--- config.mk ---
export PLATFORM = sky130hd
export DESIGN_NAME = bitstream_cic_decimator
export DESIGN_NICKNAME = d
export VERILOG_FILES = /design/src/rtl/core/bcic_pkg.sv /design/src/rtl/core/bitstream_cic_decimator.sv /design/src/rtl/core/bcic_front.sv
export SDC_FILE = /design/constraint.sdc
export NUM_CORES = 1
export LEC_CHECK = 0
export ABC_CLOCK_PERIOD_IN_PS = 4210
export BUFFER_PORTS_ARGS = -buffer_cell sky130_fd_sc_hd__buf_2
export CAP_MARGIN = 20
export CORE_UTILIZATION = 58
export DETAILED_ROUTE_END_ITERATION = 16
export PLACE_DENSITY = 0.78
export SYNTH_ARGS = -nofsm -noshare
export SYNTH_HDL_FRONTEND = slang
export SYNTH_HIERARCHICAL = 1
export SYNTH_SLANG_ARGS = --single-unit
export TNS_END_PERCENT = 1
--- constraint.sdc ---
create_clock -name aclk -period 4.21 [get_ports aclk]
set_input_delay 0.2105 -clock aclk [delete_from_list [all_inputs] [get_ports aclk]]
set_output_delay 0.2105 -clock aclk [all_outputs]
set_load 0.03 [all_outputs]
--- src/rtl/core/bcic_pkg.sv ---
`default_nettype none

package bcic_pkg;

    localparam int WORD_W     = 14;               // one-bit samples per input word
    localparam int HALF_W     = WORD_W / 2;       // even (or odd) samples per word
    localparam int CNT_W      = $clog2(HALF_W + 1);
    localparam int FRONT_W    = 7;                // front section register width
    localparam int SAMPLE_W   = 16;               // output sample width
    localparam int PHASE_W    = 16;               // phase counter / ratio width
    localparam int N_STAGES   = 4;                // cic order
    localparam int ACC_WIDTH_DEF = 34;
    localparam int OUT_SHIFT_DEF = 16;
    localparam logic [PHASE_W-1:0] RATIO_RESET = PHASE_W'(1);

    // 2 * (ones in even bits - ones in odd bits), wrapped to the front width
    function automatic logic [FRONT_W-1:0] word_diff(input logic [WORD_W-1:0] w);
        logic [CNT_W-1:0] n_even;
        logic [CNT_W-1:0] n_odd;
        n_even = '0;
        n_odd  = '0;
        for (int k = 0; k < HALF_W; k++) begin
            n_even = n_even + CNT_W'(w[2*k]);
            n_odd  = n_odd  + CNT_W'(w[2*k+1]);
        end
        return FRONT_W'({n_even, 1'b0}) - FRONT_W'({n_odd, 1'b0});
    endfunction

endpackage

`default_nettype wire

--- src/rtl/core/bitstream_cic_decimator.sv ---
// four-stage cic decimator for a one-bit bitstream, fourteen samples per word
// throughput: one input word per cycle while m_tready holds, one result word per input
//   word; the pipeline has ten registers (input, front, four integrators, four combs)
// reset: aresetn is synchronous, active low; it empties the pipeline, clears the
//   integrators, comb delays, front section and phase counter, and sets the ratio to 1
`default_nettype none

module bitstream_cic_decimator import bcic_pkg::*; #(
    parameter int ACC_WIDTH = ACC_WIDTH_DEF,   // integrator / comb wrap width
    parameter int OUT_SHIFT = OUT_SHIFT_DEF    // lowest accumulator bit of the output
) (
    input  wire logic                aclk,
    input  wire logic                aresetn,
    // configuration: decimation ratio
    input  wire logic                cfg_valid,
    output logic                     cfg_ready,
    input  wire logic [PHASE_W-1:0]  cfg_data,
    // input words
    input  wire logic                s_tvalid,
    output logic                     s_tready,
    input  wire logic [15:0]         s_tdata,   // [13:0] sample_word, [15:14] zero
    // result words
    output logic                     m_tvalid,
    input  wire logic                m_tready,
    output logic [31:0]              m_tdata,   // [15:0] filtered_sample, [31:16] phase
    output logic                     m_tuser    // [0] sample_valid
);

    // pipeline stage numbering
    localparam int ST_IN    = 0;
    localparam int ST_FRONT = 1;
    localparam int ST_INT   = 2;                       // first integrator
    localparam int ST_COMB  = ST_INT + N_STAGES;       // first comb
    localparam int ST_OUT   = ST_COMB + N_STAGES - 1;  // last comb doubles as output
    localparam int N_ST     = ST_OUT + 1;
    // wide enough that the output slice never runs past the sign extension
    localparam int EXT_W    = (ACC_WIDTH > OUT_SHIFT + SAMPLE_W) ? ACC_WIDTH
                                                                 : OUT_SHIFT + SAMPLE_W;

    // ---------------- pipeline control ----------------
    // each stage holds one word; a stage takes a new word when it is empty or its
    // word moves on in the same cycle, so bubbles collapse under backpressure
    logic [N_ST-1:0] valid_reg;
    logic [N_ST-1:0] valid_next;
    logic [N_ST-1:0] rdy;
    logic [N_ST-1:0] ld;
    logic [N_ST-1:0] go;

    always_comb begin
        for (int k = N_ST - 1; k >= 0; k--) begin
            if (k == N_ST - 1) begin
                go[k] = valid_reg[k] & m_tready;
            end else begin
                go[k] = valid_reg[k] & rdy[k+1];
            end
            rdy[k] = ~valid_reg[k] | go[k];
        end
        for (int k = 0; k < N_ST; k++) begin
            if (k == 0) begin
                ld[k] = s_tvalid & rdy[k];
            end else begin
                ld[k] = valid_reg[k-1] & rdy[k];
            end
            valid_next[k] = ld[k] | (valid_reg[k] & ~go[k]);
        end
    end

    always_ff @(posedge aclk) begin
        if (!aresetn) begin
            valid_reg <= '0;
        end else begin
            valid_reg <= valid_next;
        end
    end

    assign s_tready = rdy[ST_IN];
    assign m_tvalid = valid_reg[ST_OUT];

    // ---------------- configuration ----------------
    logic [PHASE_W-1:0] ratio_reg;

    assign cfg_ready = 1'b1;

    always_ff @(posedge aclk) begin
        if (!aresetn) begin
            ratio_reg <= RATIO_RESET;
        end else if (cfg_valid && cfg_ready) begin
            ratio_reg <= cfg_data;
        end
    end

    // ---------------- input register ----------------
    logic [WORD_W-1:0] word_reg;

    always_ff @(posedge aclk) begin
        if (ld[ST_IN]) begin
            word_reg <= s_tdata[WORD_W-1:0];
        end
    end

    // ---------------- front section and phase ----------------
    logic signed [FRONT_W-1:0] fout_reg;

    bcic_front u_front (
        .aclk     (aclk),
        .aresetn  (aresetn),
        .load     (ld[ST_FRONT]),
        .word     (word_reg),
        .fout_reg (fout_reg)
    );

    // phase counter advances once per word; equality match with the ratio
    // decides the decimation point, so a ratio of zero matches after a wrap
    logic [PHASE_W-1:0] cnt_reg;
    logic [PHASE_W-1:0] cnt_inc;
    logic               dec_hit;
    logic [PHASE_W-1:0] cnt_next;

    assign cnt_inc  = cnt_reg + PHASE_W'(1);
    assign dec_hit  = (cnt_inc == ratio_reg);
    assign cnt_next = dec_hit ? '0 : cnt_inc;

    always_ff @(posedge aclk) begin
        if (!aresetn) begin
            cnt_reg <= '0;
        end else if (ld[ST_FRONT]) begin
            cnt_reg <= cnt_next;
        end
    end

    // phase and decimation flag travel with the word
    logic [PHASE_W-1:0] phase_reg [ST_FRONT:ST_OUT];
    logic               dec_reg   [ST_FRONT:ST_OUT];

    always_ff @(posedge aclk) begin
        if (ld[ST_FRONT]) begin
            phase_reg[ST_FRONT] <= cnt_next;
            dec_reg[ST_FRONT]   <= dec_hit;
        end
        for (int k = ST_FRONT + 1; k <= ST_OUT; k++) begin
            if (ld[k]) begin
                phase_reg[k] <= phase_reg[k-1];
                dec_reg[k]   <= dec_reg[k-1];
            end
        end
    end

    // ---------------- integrators ----------------
    // integrator j updates when its stage takes the word; the one before it
    // already holds its value for that same word
    logic [ACC_WIDTH-1:0] integ_reg [N_STAGES];
    logic [ACC_WIDTH-1:0] fout_ext;

    assign fout_ext = {{(ACC_WIDTH-FRONT_W){fout_reg[FRONT_W-1]}}, fout_reg};

    always_ff @(posedge aclk) begin
        if (!aresetn) begin
            for (int j = 0; j < N_STAGES; j++) begin
                integ_reg[j] <= '0;
            end
        end else begin
            for (int j = 0; j < N_STAGES; j++) begin
                if (ld[ST_INT+j]) begin
                    if (j == 0) begin
                        integ_reg[j] <= integ_reg[j] + fout_ext;
                    end else begin
                        integ_reg[j] <= integ_reg[j] + integ_reg[j-1];
                    end
                end
            end
        end
    end

    // ---------------- combs ----------------
    // combs run only on words that hit the decimation point
    logic [ACC_WIDTH-1:0] cdly_reg [N_STAGES];
    logic [ACC_WIDTH-1:0] comb_reg [N_STAGES-1];
    logic [ACC_WIDTH-1:0] comb_in  [N_STAGES];
    logic [ACC_WIDTH-1:0] comb_out [N_STAGES];
    logic                 comb_en  [N_STAGES];

    always_comb begin
        for (int j = 0; j < N_STAGES; j++) begin
            if (j == 0) begin
                comb_in[j] = integ_reg[N_STAGES-1];
            end else begin
                comb_in[j] = comb_reg[j-1];
            end
            comb_out[j] = comb_in[j] - cdly_reg[j];
            comb_en[j]  = ld[ST_COMB+j] & dec_reg[ST_COMB+j-1];
        end
    end

    always_ff @(posedge aclk) begin
        if (!aresetn) begin
            for (int j = 0; j < N_STAGES; j++) begin
                cdly_reg[j] <= '0;
            end
        end else begin
            for (int j = 0; j < N_STAGES; j++) begin
                if (comb_en[j]) begin
                    cdly_reg[j] <= comb_in[j];
                end
            end
        end
    end

    always_ff @(posedge aclk) begin
        for (int j = 0; j < N_STAGES - 1; j++) begin
            if (comb_en[j]) begin
                comb_reg[j] <= comb_out[j];
            end
        end
    end

    // ---------------- output ----------------
    // last comb result is sign extended, sliced and zeroed on words with no sample
    logic signed [EXT_W-1:0]    last_ext;
    logic [SAMPLE_W-1:0]        sample_next;
    logic [SAMPLE_W-1:0]        sample_reg;

    assign last_ext    = EXT_W'(signed'(comb_out[N_STAGES-1]));
    assign sample_next = dec_reg[ST_OUT-1] ? last_ext[OUT_SHIFT +: SAMPLE_W] : '0;

    always_ff @(posedge aclk) begin
        if (ld[ST_OUT]) begin
            sample_reg <= sample_next;
        end
    end

    assign m_tdata = {phase_reg[ST_OUT], sample_reg};
    assign m_tuser = dec_reg[ST_OUT];

endmodule

`default_nettype wire

--- src/rtl/core/bcic_front.sv ---
`default_nettype none

module bcic_front import bcic_pkg::*; (
    input  wire logic                      aclk,
    input  wire logic                      aresetn,
    input  wire logic                      load,
    input  wire logic [WORD_W-1:0]         word,
    output logic signed [FRONT_W-1:0]      fout_reg
);

    logic [FRONT_W-1:0] acc_reg;
    logic [FRONT_W-1:0] dly_reg;
    logic [FRONT_W-1:0] acc_next;
    logic [FRONT_W-1:0] fout_next;

    // one-stage integrator and comb on wrapped registers
    assign acc_next  = acc_reg + word_diff(word);
    assign fout_next = acc_next - dly_reg;

    always_ff @(posedge aclk) begin
        if (!aresetn) begin
            acc_reg <= '0;
            dly_reg <= '0;
        end else if (load) begin
            acc_reg <= acc_next;
            dly_reg <= acc_next;
        end
    end

    always_ff @(posedge aclk) begin
        if (load) begin
            fout_reg <= signed'(fout_next);
        end
    end

endmodule

`default_nettype wire

==> results.cfg <==
[power]
power_frac_seq_pct = 40.3
netSwitchingFraction_pct = 28.2
p_sw_mw = 4.76
power.share.clock_pct = 33.5
comb_power_share_pct = 26.3
cellLeakagePower_nw = 15.7
cellInternalPower_mw = 12.1
peakVddDrop_mv = 0.992
design_power_total_mw = 16.9
power_per_cell_area_nw_per_um2 = 453

[grt]
number_of_antenna_violations_at_the_first_check_in_global_routing = 0
grt_util_met1_pct = 26.1
globalRouteTotalUtil_pct = 22.2
gr-max-usage-layer = met2
overflow = 0
met2_usage_pct = 41.3
grt_util_met3_pct = 2.41
grt_max_degree = 99
first_global_vias = 23060
grt_first_pass_wirelength_microns = 109000

[worst_hold_path]
hold_end = valid_reg[8]$_SDFF_PN0_
worstHoldPathCells = 5
hp-start = m_tready
hold_path.class = primary input to flop

[route]
viasPerCell = 5.83
route.antenna.remaining_nets = 0
dr.pass1.iters = 6
drc_errors = 0
wirelength_microns = 66100
routed_via_count = 23040
drt-initial-drc-count = 1402
wire_per_inst_microns = 16.7

[clock_tree]
tritoncts.num_buffers = 60
cts_max_level = 2
clock_tree.root_cell = sky130_fd_sc_hd__clkbuf_16
cts.path.max_buffers = 3
cts_tree = yes
cts.sinks = 588
clock_latency_ps = 640
clkSlewWorstSetupHoldPaths_ps = 60

[timing]
holdWs_ps = 48.3
report.final.slew_viol_count = 0
slew-limit-headroom_pct = 41.1
hold_viol = 0
number_of_setup_violations_in_the_final_report = 4
worst_slew_pin_slew_ps = 883
min_period_ps = 4540
min_period_over_period_pct = 108
finClkSkew_ps = 37.0
grt_setup_unrepaired = yes
fmax_mhz = 220
final.setup.worst_slack_ps = -330

[yosys]
synthesis.area_per_instance_sq_um = 11.1
synth_enable_flop_cells = 541
synth-seq-area-share_pct = 51.4
ys_warn_count = 6
syn-instance-count = 3016
ys_ff_latch = 588
async_flop_share_pct = 0
ys_types = 81
postSynth.topFlopCell = sky130_fd_sc_hd__edfxtp_1
mappedNetlistArea_sq_um = 33400
net_count_synth = 3335

[setup_path]
timing.rr.end = u_front/fout_reg[6]$_DFFE_PP_
worstPathArrival_ps = 4930
startpoint = word_reg[6]$_DFFE_PP_
worst_r2r_startpoint = word_reg[6]$_DFFE_PP_
timing.reg2reg.setup_slack_ps = -330
cp_data_required_time_ps = 4600
timing_worst_setup_path_type = flop to flop
crit_path_start_kind = flop
critical_path.max_fanout = 2
worst_setup_path_end_kind = flop
worstRegToRegCells = 16

[placed_design]
place.gp.congestion = 0.856
io_buffer_count = 69
post_dp_cell_area_sq_um = 34700
detailed_placer_s_ending_hpwl_microns = 47400

[final_layout]
fillerInstances = 4045
utilization_pct = 65.7
num-nets-final = 3465
final_layout_size_suffix_gt1_share_pct = 8.57
seq_area_sq_um = 17200
area_delta_synth_final_pct = 11.4
multi_input_comb_area_sq_um = 15100
fin_area_sq_um = 37200
largest_reg_flops = 144
antenna_cells = 0

[floorplan]
die_w_microns = 242
core_region_area_sq_um = 56700
design.portCount = 73
start_util_pct = 58.9
chipHeight_microns = 242
core.rowCount = 87
die_area_sq_um = 58600

[run_status]
violations = negative setup slack
status = complete, but fails checks

[run]
max-cap-violations = 0
[cell type report]
type	count	area share, %
Clock inverter	42	1.46
Multi-Input combinational cell	2122	40.5
Clock buffer	72	4.21
Sequential cell	588	46.2
Inverter	220	2.22
Tap cell	756	2.54
Timing Repair Buffer	154	2.87
[cells in the final DEF (no fill, tap or decap), types with 26 or more instances in the layout]
cell / Yosys / final
sky130_fd_sc_hd__edfxtp_1: 541 / 541
sky130_fd_sc_hd__nor2_1: 274 / 274
sky130_fd_sc_hd__ha_1: 266 / 262
sky130_fd_sc_hd__inv_1: 220 / 216
sky130_fd_sc_hd__a21oi_1: 193 / 189
sky130_fd_sc_hd__nand2_1: 156 / 156
sky130_fd_sc_hd__and3_1: 136 / 135
sky130_fd_sc_hd__xnor2_1: 136 / 133
sky130_fd_sc_hd__a21o_1: 114 / 114
sky130_fd_sc_hd__o21ai_0: 100 / 99
sky130_fd_sc_hd__xor2_1: 71 / 71
sky130_fd_sc_hd__buf_2: 3 / 68
sky130_fd_sc_hd__clkbuf_16: 0 / 60
sky130_fd_sc_hd__nand3_1: 58 / 58
sky130_fd_sc_hd__and2_1: 57 / 57
sky130_fd_sc_hd__buf_4: 21 / 53
sky130_fd_sc_hd__dfxtp_1: 47 / 47
sky130_fd_sc_hd__nor3_1: 47 / 46
sky130_fd_sc_hd__o21a_1: 38 / 38
sky130_fd_sc_hd__o21bai_1: 37 / 37
sky130_fd_sc_hd__nor2b_1: 34 / 32
sky130_fd_sc_hd__mux2i_1: 32 / 32
sky130_fd_sc_hd__dlygate4sd3_1: 0 / 32
sky130_fd_sc_hd__nand2b_1: 30 / 30
sky130_fd_sc_hd__a211oi_1: 26 / 26
[worst max-delay path, cell delays in order, from the launching register on]
cell and delay [ps]:
sky130_fd_sc_hd__edfxtp_1 390, sky130_fd_sc_hd__fa_1 550, sky130_fd_sc_hd__inv_1 50, sky130_fd_sc_hd__fa_1 420, sky130_fd_sc_hd__inv_1 70, sky130_fd_sc_hd__ha_2 160, sky130_fd_sc_hd__inv_2 40, sky130_fd_sc_hd__fa_2 600
sky130_fd_sc_hd__fa_2 470, sky130_fd_sc_hd__fa_1 540, sky130_fd_sc_hd__inv_2 50, sky130_fd_sc_hd__ha_1 270, sky130_fd_sc_hd__nor2b_4 140, sky130_fd_sc_hd__nor3_4 180, sky130_fd_sc_hd__o21bai_1 120, sky130_fd_sc_hd__a21oi_2 160
sky130_fd_sc_hd__xnor2_1 80
[cells in the mapped netlist, drive strengths merged, types with 7 or more instances]
cell type / instances / area share [%]
a211oi: 26 / 0.58
a21boi: 8 / 0.18
a21o: 115 / 2.6
a21oi: 193 / 2.9
a221oi: 7 / 0.18
a31o: 13 / 0.34
a31oi: 15 / 0.28
and2: 57 / 1.1
and3: 136 / 2.5
and4: 8 / 0.21
buf: 29 / 0.60
clkbuf: 57 / 0.64
dfxtp: 47 / 2.8
edfxtp: 541 / 49
fa: 16 / 0.96
ha: 266 / 10
inv: 220 / 2.5
mux2i: 32 / 0.96
nand2: 156 / 1.8
nand2b: 30 / 0.56
nand3: 58 / 0.87
nand3b: 8 / 0.18
nand4: 21 / 0.44
nor2: 274 / 3.1
nor2b: 34 / 0.64
nor3: 49 / 0.80
nor3b: 10 / 0.22
nor4: 14 / 0.26
o211a: 7 / 0.21
o211ai: 20 / 0.45
o21a: 38 / 0.85
o21ai: 105 / 1.6
o21bai: 37 / 0.83
o22ai: 10 / 0.19
o31a: 12 / 0.31
o31ai: 14 / 0.31
or2: 14 / 0.26
or3: 16 / 0.30
or4: 13 / 0.30
xnor2: 136 / 3.6
xor2: 71 / 1.9
[timing repair]
item	in CTS	in global routing
hold endpoints to repair	38	0
hold buffers	32	0
endpoints found under the setup margin	4	7
buffers inserted	0	2
pin swaps	3	14
gates cloned	0	0
gates resized for setup	3	16
[through the flow]
step / worst slack (ps) / cells / TNS [ps]
finish: -330 / 3954 / -700
global placement: -368 / 3805 / -948
CTS: -372 / 3952 / -944
global route: -571 / 3954 / -1730
floorplan: -166 / 3016 / -211
detailed placement: -375 / 3806 / -1020
[kinds of logic (layout without fill, tap and decap cells)]
kind of cell / count (synthesis) / after routing / share of synthesized area (%)
buf+inv: 306 / 488 / 3.71
fa+ha+maj: 282 / 282 / 10.9
flops: 588 / 588 / 51.4
other cells: 2 / 2 / 0.0225
compound gates: 684 / 684 / 13.6
mux: 34 / 34 / 1.03
simple gates: 913 / 913 / 13.9
xor+xnor: 207 / 207 / 5.42
[power by group through the flow]
stage	Clock (mW)	Combinational, mW	Sequential (mW)
after global placement	0	3.80	6.90
final	5.64	4.43	6.79
after CTS	5.74	4.06	6.79
after global routing	5.94	4.94	6.81
after floorplan	0	2.95	6.87
after detailed placement	0	3.98	6.91
[layer usage]
layer,share of wire (%),routed length (microns),vias to the layer above
li1,-,-,11365
met1,41,27300,10934
met2,52,34100,590
met3,4.0,2650,151
met4,3.1,2060,0
met5,0,0,-
[how the worst max path moves through the flow]
stage,endpoint,cells past startpoint
after floorplan,u_front/fout_reg[6]$_DFFE_PP_,17
after global placement,u_front/fout_reg[6]$_DFFE_PP_,18
after detailed placement,u_front/fout_reg[6]$_DFFE_PP_,17
after CTS,u_front/fout_reg[6]$_DFFE_PP_,18
after global routing,u_front/fout_reg[6]$_DFFE_PP_,16
final,u_front/fout_reg[6]$_DFFE_PP_,16
(Power assumes the default switching activity.)
